### src/hw/rtl/ucdhs_pkg.sv
// ============================================================================
// ucdhs_pkg
// Shared types and constants of the configuration descriptor HID scanner.
// ============================================================================
package ucdhs_pkg;

    // Item action codes
    localparam logic [1:0] ACT_CONFIG_BYTE = 2'd0;
    localparam logic [1:0] ACT_DEVICE_DONE = 2'd1;
    localparam logic [1:0] ACT_REPORT_DONE = 2'd2;
    localparam logic [1:0] ACT_NONE        = 2'd3;

    // Result status codes
    localparam logic [1:0] ST_OK      = 2'd0;
    localparam logic [1:0] ST_BAD_LEN = 2'd1;
    localparam logic [1:0] ST_NO_SLOT = 2'd2;

    // Descriptor constants
    localparam logic [7:0] TYPE_INTERFACE = 8'd4;
    localparam logic [7:0] CLASS_HID      = 8'd3;
    localparam logic [7:0] IFACE_MIN_LEN  = 8'd9;
    localparam logic [7:0] HDR_LEN        = 8'd2;

    typedef struct packed {
        logic [1:0]  action;
        logic [7:0]  data_byte;
        logic [15:0] byte_count;
        logic [7:0]  iface_number;
        logic        last;
    } t_in_item;

    typedef struct packed {
        logic [1:0] status;
        logic [3:0] hid_count;
        logic [2:0] slot_index;
        logic       all_ready;
    } t_out_item;

    typedef enum logic [1:0] {
        KIND_CONFIG,
        KIND_DEVICE,
        KIND_REPORT,
        KIND_NONE
    } t_kind;

    // Classified item handed from the front end to the back end
    typedef struct packed {
        t_kind       kind;
        logic        len_ok;
        logic [7:0]  data_byte;
        logic [15:0] byte_count;
        logic [7:0]  iface_number;
        logic        last;
    } t_cmd;

endpackage

### src/hw/rtl/ucdhs_fifo.sv
// ============================================================================
// ucdhs_fifo
// Two-entry queue with push/full and pop/empty; push and pop may share a cycle.
// ============================================================================
module ucdhs_fifo #(
    parameter type T = logic [0:0]
) (
    input  logic i_clk,
    input  logic i_rst_n,
    input  logic i_push,
    input  T     i_data,
    output logic o_full,
    input  logic i_pop,
    output T     o_data,
    output logic o_empty
);

    T           r_mem [2];
    logic       r_wr_ptr;
    logic       r_rd_ptr;
    logic [1:0] r_count;

    logic do_push;
    logic do_pop;

    assign o_full  = (r_count == 2'd2);
    assign o_empty = (r_count == 2'd0);
    assign do_push = i_push && !o_full;
    assign do_pop  = i_pop && !o_empty;
    assign o_data  = r_mem[r_rd_ptr];

    always_ff @(posedge i_clk) begin
        if (!i_rst_n) begin
            r_wr_ptr <= 1'b0;
            r_rd_ptr <= 1'b0;
            r_count  <= 2'd0;
        end else begin
            if (do_push) begin
                r_wr_ptr <= ~r_wr_ptr;
            end
            if (do_pop) begin
                r_rd_ptr <= ~r_rd_ptr;
            end
            unique case ({do_push, do_pop})
                2'b10:   r_count <= r_count + 2'd1;
                2'b01:   r_count <= r_count - 2'd1;
                default: r_count <= r_count;
            endcase
        end
    end

    always_ff @(posedge i_clk) begin
        if (do_push) begin
            r_mem[r_wr_ptr] <= i_data;
        end
    end

endmodule

### src/hw/rtl/ucdhs_front.sv
// ============================================================================
// ucdhs_front
// Accept items, decode the action and check the declared length, then queue.
// ============================================================================
module ucdhs_front #(
    parameter int CONFIG_MAX_BYTES = 2048,
    parameter int REPORT_MAX_BYTES = 1024,
    parameter int DEVICE_MAX_BYTES = 18
) (
    input  logic                i_clk,
    input  logic                i_rst_n,
    input  logic                i_push,
    input  ucdhs_pkg::t_in_item i_item,
    output logic                o_full,
    output logic                o_cmd_valid,
    output ucdhs_pkg::t_cmd     o_cmd,
    input  logic                i_cmd_take
);
    import ucdhs_pkg::*;

    t_cmd cmd;
    logic cmd_empty;
    logic [15:0] limit;

    always_comb begin
        cmd.data_byte    = i_item.data_byte;
        cmd.byte_count   = i_item.byte_count;
        cmd.iface_number = i_item.iface_number;
        cmd.last         = i_item.last;
        unique case (i_item.action)
            ACT_CONFIG_BYTE: begin
                cmd.kind = KIND_CONFIG;
                limit    = 16'(CONFIG_MAX_BYTES);
            end
            ACT_DEVICE_DONE: begin
                cmd.kind = KIND_DEVICE;
                limit    = 16'(DEVICE_MAX_BYTES);
            end
            ACT_REPORT_DONE: begin
                cmd.kind = KIND_REPORT;
                limit    = 16'(REPORT_MAX_BYTES);
            end
            default: begin
                cmd.kind = KIND_NONE;
                limit    = 16'hFFFF;
            end
        endcase
        cmd.len_ok = (i_item.byte_count != 16'd0) && (i_item.byte_count <= limit);
    end

    ucdhs_fifo #(
        .T(t_cmd)
    ) u_cmd_q (
        .i_clk   (i_clk),
        .i_rst_n (i_rst_n),
        .i_push  (i_push),
        .i_data  (cmd),
        .o_full  (o_full),
        .i_pop   (i_cmd_take),
        .o_data  (o_cmd),
        .o_empty (cmd_empty)
    );

    assign o_cmd_valid = !cmd_empty;

endmodule

### src/hw/rtl/ucdhs_back.sv
// ============================================================================
// ucdhs_back
// Walk the descriptor stream, keep the HID interface table and ready flags,
// and queue one result per item.
// ============================================================================
module ucdhs_back #(
    parameter int HID_SLOTS = 8
) (
    input  logic                 i_clk,
    input  logic                 i_rst_n,
    input  logic                 i_cmd_valid,
    input  ucdhs_pkg::t_cmd      i_cmd,
    output logic                 o_cmd_take,
    output logic                 o_empty,
    input  logic                 i_pop,
    output ucdhs_pkg::t_out_item o_result
);
    import ucdhs_pkg::*;

    localparam int SLOT_W = (HID_SLOTS > 1) ? $clog2(HID_SLOTS) : 1;

    logic [7:0]  r_table [HID_SLOTS];
    logic [3:0]  r_slot_count, n_slot_count;
    logic [7:0]  r_ready, n_ready;
    logic        r_dev, n_dev;
    logic        r_cfg, n_cfg;
    logic [15:0] r_off, n_off;
    logic [15:0] r_start, n_start;
    logic [7:0]  r_len, n_len;
    logic [7:0]  r_type, n_type;
    logic [7:0]  r_ifc, n_ifc;
    logic        r_stop, n_stop;

    logic              tbl_we;
    logic [SLOT_W-1:0] tbl_wa;
    logic [7:0]        tbl_wd;
    logic              exec;
    logic              out_full;
    t_out_item         result;

    assign exec       = i_cmd_valid && !out_full;
    assign o_cmd_take = exec;

    always_comb begin
        logic        fresh;
        logic [3:0]  e_cnt;
        logic        e_stop;
        logic [15:0] e_start;
        logic [7:0]  e_len;
        logic [7:0]  e_type;
        logic [7:0]  e_ifc;
        logic [16:0] off17;
        logic [16:0] tot17;
        logic [15:0] rel;
        logic [7:0]  b;
        logic        hdr_bad;
        logic        found;
        logic [2:0]  idx;
        logic [1:0]  status;
        logic [2:0]  slot;
        logic [7:0]  ok_bits;

        n_slot_count = r_slot_count;
        n_ready      = r_ready;
        n_dev        = r_dev;
        n_cfg        = r_cfg;
        n_off        = r_off;
        n_start      = r_start;
        n_len        = r_len;
        n_type       = r_type;
        n_ifc        = r_ifc;
        n_stop       = r_stop;
        tbl_we       = 1'b0;
        tbl_wa       = SLOT_W'(r_slot_count);
        tbl_wd       = i_cmd.iface_number;
        status       = ST_OK;
        slot         = 3'd0;
        found        = 1'b0;
        idx          = 3'd0;

        // Stream start restarts the scan and empties the table
        fresh   = (r_off == 16'd0);
        e_cnt   = fresh ? 4'd0  : r_slot_count;
        e_stop  = fresh ? 1'b0  : r_stop;
        e_start = fresh ? 16'd0 : r_start;
        e_len   = fresh ? 8'd0  : r_len;
        e_type  = fresh ? 8'd0  : r_type;
        e_ifc   = fresh ? 8'd0  : r_ifc;

        b       = i_cmd.data_byte;
        off17   = {1'b0, r_off};
        tot17   = {1'b0, i_cmd.byte_count};
        rel     = r_off - e_start;
        hdr_bad = (off17 + 17'(HDR_LEN) > tot17) || (b < HDR_LEN) ||
                  (off17 + {9'd0, b} > tot17);

        unique case (i_cmd.kind)
            KIND_CONFIG: begin
                if (!i_cmd.len_ok) begin
                    status = ST_BAD_LEN;
                end else begin
                    n_slot_count = e_cnt;
                    n_stop       = e_stop;
                    n_start      = e_start;
                    n_len        = e_len;
                    n_type       = e_type;
                    n_ifc        = e_ifc;
                    if (!e_stop && off17 < tot17 && r_off >= e_start) begin
                        if (rel == 16'd0 && hdr_bad) begin
                            n_stop = 1'b1;
                        end else begin
                            if (rel == 16'd0) begin
                                n_len = b;
                            end
                            if (rel == 16'd1) begin
                                n_type = b;
                            end
                            if (rel == 16'd2) begin
                                n_ifc = b;
                            end
                            if (rel == 16'd5 && e_type == TYPE_INTERFACE &&
                                e_len >= IFACE_MIN_LEN && b == CLASS_HID &&
                                e_cnt < 4'(HID_SLOTS)) begin
                                tbl_we       = 1'b1;
                                tbl_wa       = SLOT_W'(e_cnt);
                                tbl_wd       = e_ifc;
                                n_slot_count = e_cnt + 4'd1;
                            end
                            // Advance to the next sub-descriptor on its last byte
                            if ({1'b0, rel} + 17'd1 >= {9'd0, n_len}) begin
                                n_start = r_off + 16'd1;
                            end
                        end
                    end
                    if (r_off != 16'hFFFF) begin
                        n_off = r_off + 16'd1;
                    end
                    if (i_cmd.last) begin
                        n_cfg = 1'b1;
                    end
                end
                if (i_cmd.last) begin
                    n_off = 16'd0;
                end
            end
            KIND_DEVICE: begin
                if (!i_cmd.len_ok) begin
                    status = ST_BAD_LEN;
                end else begin
                    n_dev = 1'b1;
                end
            end
            KIND_REPORT: begin
                if (!i_cmd.len_ok) begin
                    status = ST_BAD_LEN;
                end else begin
                    // Lowest matching slot wins
                    for (int i = HID_SLOTS - 1; i >= 0; i--) begin
                        if (4'(i) < r_slot_count && r_table[i] == i_cmd.iface_number) begin
                            found = 1'b1;
                            idx   = 3'(i);
                        end
                    end
                    if (found) begin
                        slot = idx;
                    end else if (r_slot_count < 4'(HID_SLOTS)) begin
                        tbl_we       = 1'b1;
                        slot         = r_slot_count[2:0];
                        n_slot_count = r_slot_count + 4'd1;
                    end else begin
                        status = ST_NO_SLOT;
                    end
                    if (status == ST_OK) begin
                        n_ready = r_ready | (8'd1 << slot);
                    end
                end
            end
            default: begin
            end
        endcase

        for (int i = 0; i < 8; i++) begin
            ok_bits[i] = n_ready[i] || (4'(i) >= n_slot_count);
        end

        result.status     = status;
        result.hid_count  = n_slot_count;
        result.slot_index = slot;
        result.all_ready  = n_dev && n_cfg && (&ok_bits);
    end

    always_ff @(posedge i_clk) begin
        if (!i_rst_n) begin
            r_slot_count <= 4'd0;
            r_ready      <= 8'd0;
            r_dev        <= 1'b0;
            r_cfg        <= 1'b0;
            r_off        <= 16'd0;
            r_start      <= 16'd0;
            r_len        <= 8'd0;
            r_type       <= 8'd0;
            r_ifc        <= 8'd0;
            r_stop       <= 1'b0;
        end else if (exec) begin
            r_slot_count <= n_slot_count;
            r_ready      <= n_ready;
            r_dev        <= n_dev;
            r_cfg        <= n_cfg;
            r_off        <= n_off;
            r_start      <= n_start;
            r_len        <= n_len;
            r_type       <= n_type;
            r_ifc        <= n_ifc;
            r_stop       <= n_stop;
        end
    end

    always_ff @(posedge i_clk) begin
        if (exec && tbl_we) begin
            r_table[tbl_wa] <= tbl_wd;
        end
    end

    ucdhs_fifo #(
        .T(t_out_item)
    ) u_out_q (
        .i_clk   (i_clk),
        .i_rst_n (i_rst_n),
        .i_push  (exec),
        .i_data  (result),
        .o_full  (out_full),
        .i_pop   (i_pop),
        .o_data  (o_result),
        .o_empty (o_empty)
    );

endmodule

### src/hw/rtl/usb_config_descriptor_hid_scanner_top.sv
// ============================================================================
// usb_config_descriptor_hid_scanner_top
// USB configuration descriptor scanner that tracks HID interfaces and readiness.
// ============================================================================
// Each accepted item yields exactly one result. The block takes one item per
// cycle and returns one result per cycle when pop keeps up. An item enters the
// command queue at the edge that accepts it. Once the result queue has room, the
// executing stage moves it into the result queue, and its result is then on the
// output. The rate is set by the executing stage, which updates the whole scan
// state, the interface table and the ready flags together for each item. Both
// queues hold two items, so either side can stall without stopping the other.
// No clearing pass runs after reset.
module usb_config_descriptor_hid_scanner_top #(
    parameter int HID_SLOTS        = 8,
    parameter int CONFIG_MAX_BYTES = 2048,
    parameter int REPORT_MAX_BYTES = 1024,
    parameter int DEVICE_MAX_BYTES = 18
) (
    input  logic                 i_clk,
    input  logic                 i_rst_n,
    input  logic                 push,
    output logic                 full,
    input  ucdhs_pkg::t_in_item  i_item,
    output logic                 empty,
    input  logic                 pop,
    output ucdhs_pkg::t_out_item o_result
);
    import ucdhs_pkg::*;

    t_cmd cmd;
    logic cmd_valid;
    logic cmd_take;

    ucdhs_front #(
        .CONFIG_MAX_BYTES (CONFIG_MAX_BYTES),
        .REPORT_MAX_BYTES (REPORT_MAX_BYTES),
        .DEVICE_MAX_BYTES (DEVICE_MAX_BYTES)
    ) u_front (
        .i_clk       (i_clk),
        .i_rst_n     (i_rst_n),
        .i_push      (push),
        .i_item      (i_item),
        .o_full      (full),
        .o_cmd_valid (cmd_valid),
        .o_cmd       (cmd),
        .i_cmd_take  (cmd_take)
    );

    ucdhs_back #(
        .HID_SLOTS (HID_SLOTS)
    ) u_back (
        .i_clk       (i_clk),
        .i_rst_n     (i_rst_n),
        .i_cmd_valid (cmd_valid),
        .i_cmd       (cmd),
        .o_cmd_take  (cmd_take),
        .o_empty     (empty),
        .i_pop       (pop),
        .o_result    (o_result)
    );

endmodule
### config.mk
export PLATFORM = sky130hd
export DESIGN_NAME = usb_config_descriptor_hid_scanner_top
export DESIGN_NICKNAME = d
export VERILOG_FILES = /design/src/hw/rtl/ucdhs_pkg.sv /design/src/hw/rtl/ucdhs_fifo.sv /design/src/hw/rtl/ucdhs_front.sv /design/src/hw/rtl/ucdhs_back.sv /design/src/hw/rtl/usb_config_descriptor_hid_scanner_top.sv
export SDC_FILE = /design/constraint.sdc
export NUM_CORES = 1
export LEC_CHECK = 0
export BUFFER_PORTS_ARGS = -buffer_cell sky130_fd_sc_hd__buf_4
export CORE_ASPECT_RATIO = 2
export CORE_MARGIN = 3
export CORE_UTILIZATION = 63
export CTS_CLUSTER_SIZE = 16
export DETAILED_ROUTE_END_ITERATION = 7
export HOLD_SLACK_MARGIN = 0.1
export PLACE_DENSITY_LB_ADDON = 0.1
export SYNTH_ARGS = -nofsm -noshare
export SYNTH_HDL_FRONTEND = slang
export SYNTH_SLANG_ARGS = --single-unit
### constraint.sdc
create_clock -name i_clk -period 8.91 [get_ports i_clk]
set_input_delay 0.4455 -clock i_clk [delete_from_list [all_inputs] [get_ports i_clk]]
set_output_delay 0.4455 -clock i_clk [all_outputs]
set_load 0.01 [all_outputs]
# Yosys cells after proc, flatten, opt, wreduce, memory -nomap -nowiden
# Memories as Yosys holds them, arrays and structs flattened. A register that Yosys moved wholly into a read port is not among the register bits.
# Cells that the tools add are included.
# word_totals
regBits,79
latchBits,0
mem_bits_rw,156
mem_bits_ro,0
input_bits,39
output_inout_bits,12
elab_cells,247
memories,3
# memory_table
name,words,width,read_ports,rd_clocked_by_memory_dff,wr,line_no,text
u_front.u_cmd_q.r_mem,2,36,1,1,1,ucdhs_fifo.sv:18,T r_mem [2];
u_back.r_table,8,8,8,0,1,ucdhs_back.sv:22,logic [7:0] r_table [HID_SLOTS];
u_back.u_out_q.r_mem,2,10,1,1,1,ucdhs_fifo.sv:18,
# op_classes
n_addsub,11
mul,0
div_mod_pow,0
magnitude_cmp,26
eq_ne,24
shift,1
muxes,106
bitwise,5
n_reduce_logical,55
# ops
operator,count
$mux 8,24
$mux 16,7
$eq 8x8->1,8
$mux 3,19
$pmux 16 s3,1
$mux 1,36
$gt 17x16->1,2
$logic_not 16->1,2
$mux 4,8
$logic_and 1x1->1,24
$add 16x1->17 const B,1
$add 16x2->17 const B,1
$add 16x8->17,1
$ge 17x8->1,1
$add 16x1->16 const B,1
$eq 16x1->1 const B,1
$eq 16x2->1 const B,1
$eq 16x3->1 const B,1
$ge 16x16->1,1
$ge 3x4->1 const A,4
$le 16x16->1,1
$lt 16x16->1,1
$lt 3x4->1 const A,4
$ne 16x16->1 const B,1
32 further kinds,77

# Longest topological paths before layout
# An unclocked memory read counts as a cell.
# depth
ltp_word,24
ltp_mapped,36
mapped_depth_nobuf,29

# Cells and area by module
# Synthesis repeated with hierarchy kept, for this count alone.
# unflattened
cells_unflattened,1360
area_unflattened_um2,14388.8
# modules_own_cells
module,instances,cells_per_inst,area_each_um2,seq_area_each_um2
ucdhs_back,1,1099,10098.4,3343.2
ucdhs_fifo at u_front.u_cmd_q,1,138,2824.0,2262.2
ucdhs_fifo at u_back.u_out_q,1,57,954.7,700.7
ucdhs_front,1,66,511.7,0.0

# Least setup slack after synthesis
# OpenSTA, ideal clock, no wires.
# synth_timing
path_kind,reg2reg
startpoint,register u_back.r_off[0]
endpoint,register u_back.r_start[13]
setup_time_ns,0.074
arrival_time_ns,7.553
required_time_ns,8.836
path_slack_ns,1.283
path_stages_with_launch,36
path_buffers,7
period_less_slack_ns,7.627
path_cell_list,dfxtp_1 -> clkbuf_1 -> inv_1 -> ha_1 -> nor4b_1 -> nand4_1 -> clkbuf_1 -> clkbuf_1 -> clkbuf_1 -> and2_1 -> ha_1 -> fa_1 -> nand2b_1 -> a211o_1 -> a22o_1 -> xnor2_1 -> or3_1 -> nor4_2 -> and4_1 -> buf_2 -> buf_1 -> o21ai_0 -> ha_1 -> nand2b_1 -> a21o_1 -> a21o_1 -> a21o_1 -> a21o_1 -> a21o_1 -> a21o_1 -> a2111o_1 -> o31a_1 -> o31ai_4 -> buf_2 -> nand2_1 -> o21ai_0
# synth_via
elab_chain_cells,13
elab_cells_between_ends,29
classes_between,add/sub (5); order compare (5); mux (11); reduce/logical (8)
# synth_rtl
element,line_no,text
start: declaration,ucdhs_back.sv:27,"logic [15:0] r_off, n_off;"
start signal: assignment,ucdhs_back.sv:209,r_off <= n_off;
$logic_not 16->1,ucdhs_back.sv:82,fresh = (r_off == 16'd0);
$mux 16,ucdhs_back.sv:85,e_start = fresh ? 16'd0 : r_start;
$sub 16x16->16,ucdhs_back.sv:93,rel = r_off - e_start;
$logic_not 16->1,"ucdhs_back.sv:109, ucdhs_back.sv:112",
$mux 8,ucdhs_back.sv:112,if (rel == 16'd0) begin
$mux 8,ucdhs_back.sv:109,if (rel == 16'd0 && hdr_bad) begin
$mux 8,ucdhs_back.sv:108,if (!e_stop && off17 < tot17 && r_off >= e_start) begin
$mux 8,ucdhs_back.sv:99,if (!i_cmd.len_ok) begin
$mux 8,ucdhs_back.sv:97,unique case (i_cmd.kind)
$ge 17x8->1,ucdhs_back.sv:130,"if ({1'b0, rel} + 17'd1 >= {9'd0, n_len}) begin"
$mux 16,ucdhs_back.sv:130,
$mux 16,ucdhs_back.sv:109,
$mux 16 (*),ucdhs_back.sv:108,
end signal: assignment,ucdhs_back.sv:210,r_start <= n_start;
end: declaration,ucdhs_back.sv:28,"logic [15:0] r_start, n_start;"
# Every way passes the cells marked *; elsewhere a longest branch is shown, timed or not. The select of a mux whose other input is x is not followed.
# A chain may end at the register's enable or synchronous reset.

# Final worst setup path
# layout_timing
startpoint,register u_back.r_off[0]
endpoint,register u_back.r_start[7]
# Same word-level chain as after synthesis.

==> flow_summary.toml <==
[status]
run_status = "finished clean"

[grt]
grt_pass1_wl_mm = 57.6
antenna_found_initial = 0
grtUsageTotal_pct = 30.2
grt-ovfl-total = 0
grt_pass1_vias = 11000
grt_max_degree = 44

[critical_path]
slowest_stage = "dfxtp_1"
crit_start = "u_back.r_off[0]"
cp_common_cell = "a21o_1"
r2r_end = "u_back.r_start[7]"
rr_worst_depth = 30
max_stage_delay_ps = 680
r2r_start = "u_back.r_off[0]"
crit_type = "flop to flop"
endpoint_kind = "flop"
rrSetupSlack_ps = 1200
crit_fanout = 43
cp.required_ps = 9370
startpoint_type = "flop"
critPathCapture = "u_back.r_start[7]"
arrival_ps = 8170

[routing]
via_per_inst = 6.31
routed-via-count = 10700
wl_per_cell_um = 21.8
drt_pass1_iterations = 5
routed_wl_mm = 36.9
drtIter0Drc = 532
ant_nets = 0
route.detailed.drc = 0

[sta]
hold_ws_ps = 115
fin_crit_ps = 7710
rsz0062_at_grt = "false"
max_freq_mhz = 130
fin_setup_tns_ps = 0
clock_skew_ps = 18.7
max_slew_margin_pct = 22.8
setup_violations = 0
hold_viol_final = 0
finalMaxSlewViolations = 0
worst_pin_slew_ps = 1150
fin_crit_sh_pct = 86.6

[logic_synthesis]
post_synth_num_cell_types = 85
synth_edf_count = 156
synth_area_leaders = "edfxtp_1 (33%), dfxtp_1 (11%), ha_1 (10%)"
synth_flop_cell = "edfxtp_1"
ys_warn_count = 0
syn_area_sq_um = 14100
synthArstFlopShare_pct = 0
syn_area_per_cell_sq_um = 10.3
synth-seq-area-share_pct = 44.7
yosysTopAreaCell = "edfxtp_1"
ys_ff_latch = 237
synthTopCellsByCount = "edfxtp_1 (156), nand2_1 (124), ha_1 (113), nor2_1 (111), a21oi_1 (86)"
synth_nets = 1526
syn-instance-count = 1372
yosysMostFrequentCell = "edfxtp_1"
synth_top_cell_area_share_pct = 33.2

[floorplanning]
die_x_um = 112
row_count = 76
core_sq_um = 21800
ios = 51
start_util_pct = 64.8
die-height_um = 218
design.die.area_sq_um = 24300

[final_layout]
drive_gt1_share_pct = 11.1
diodes = 0
finalNonFillerCells = 1693
area_growth_pct = 9.33
layout.nets = 1559

[clocking]
cts_tree = "yes"
path_clk_slew_ps = 70
clk_path_buf_depth = 3
cts_buffers = 21
cts_hold_buffers = 0
post_cts_buffers = 0
clk_latency_ps = 520
cts-root-buf = "clkbuf_16"
htree_levels = 1
cts.sinks = 237
ctsResizeCount = 0

[run]
drv_cap = 0

[pwr]
power.density_nw_per_um2 = 221
vdd_drop_max_mv = 0.180
p_total_mw = 3.41
p_leak_nw = 6.08

[min_path]
hp-class = "input pin to flop"

[placement]
dpl.cell_count = 1655
gp_congestion = 1.06
hpwl_mm = 28.1
numPortBuffers = 50
-- where the power goes --
part / internal, mW / total, mW / switching [mW]
Clock: 0.550 / 0.954 / 0.403
Combinational: 0.391 / 1.04 / 0.651
Sequential: 1.33 / 1.41 / 0.0809
-- layout by cell type, fill, tap and decap left out, types with 10 or more instances in the layout --
master	synthesis	routed
and2_1	18	18
a21o_1	32	32
a22o_1	17	17
dfxtp_1	81	80
nand3_1	32	32
or3_1	11	11
and3_1	11	10
mux2i_1	32	32
xnor2_1	81	81
clkbuf_16	0	22
nand4_1	29	29
xor2_1	57	57
nor4_1	19	19
nor3_1	30	30
buf_4	1	63
mux2_2	23	23
nor2_1	111	110
ha_1	113	113
inv_1	41	41
nand2_1	124	124
a21oi_1	86	86
o21ai_0	54	54
edfxtp_1	156	156
-- metal layers --
| metal | wire length, um | up-vias | global-route usage, % |
|---|---|---|---|
| li1 | - | 5110 | - |
| met2 | 20800 | 288 | 60.2 |
| met5 | 0 | - | 0 |
| met3 | 1060 | 164 | 2.83 |
| met1 | 12100 | 5128 | 27.7 |
| met4 | 2980 | 0 | 21.0 |
-- sequential cells by signal, indices dropped and copies added (netlist names), 2 cells and up, named ones only --
signal,cells
u_back.r_ifc,8
u_back.r_len,8
u_back.r_off,16
u_back.r_ready,8
u_back.r_slot_count,4
u_back.r_start,16
u_back.r_table,64
u_back.r_type,8
u_back.u_out_q.r_count,2
u_back.u_out_q.r_mem,20
u_front.u_cmd_q.r_count,2
u_front.u_cmd_q.r_mem,72
-- worst min-delay path by stage --
stage | start | to | slack, ps | cells past startpoint
after global placement | u_back.r_start[7] | u_back.r_start[7] | 440 | 2
final | i_item[2] | u_front.u_cmd_q.r_mem[1][2] | 110 | 1
after detailed placement | u_back.r_start[4] | u_back.r_start[4] | 440 | 2
after CTS | i_item[6] | u_front.u_cmd_q.r_mem[1][6] | 100 | 1
after global routing | i_item[8] | u_front.u_cmd_q.r_mem[0][8] | 100 | 1
after floorplan | u_back.r_start[0] | u_back.r_start[0] | 420 | 2
-- cell families after synthesis --
logic type	count (synthesis)	share of synthesized area, %
AO/OA/AOI/OAI	282	13.2
XOR/XNOR	138	8.56
adder cells (fa/ha/maj)	115	10.3
buffers and inverters	95	2.68
flip-flops	237	44.7
multiplexers	63	4.95
AND/OR/NAND/NOR	442	15.7
-- worst max-delay path: cells and delay by family, from the launching register on --
kind / cells / cell delay (ps)
buffers and inverters: 3 / 840
DFF: 1 / 680
and+or+nand+nor: 8 / 1400
xor gates and xnor gates: 1 / 260
adders and majority gates: 4 / 960
AOI/OAI and AO/OA: 14 / 3490
-- per-stage QoR --
stage	util [%]	instance area [sq um]	setup slack, ps
after floorplan	-	14100	1280
after global placement	67.6	14700	1570
after detailed placement	67.6	14700	1360
after CTS	70.9	15400	1310
after global routing	70.9	15400	653
final	70.9	15400	1200
-- cell type report --
| class | count | area, sq um |
|---|---|---|
| clock buffer | 28 | 583 |
| inverter | 42 | 158 |
| clock inverter | 10 | 130 |
| multi-input combinational | 1040 | 7440 |
| sequential | 237 | 6310 |
| tap | 273 | 342 |
| fill | 1677 | 6340 |
| timing repair buffer | 63 | 473 |
(Power assumes the default switching activity.)
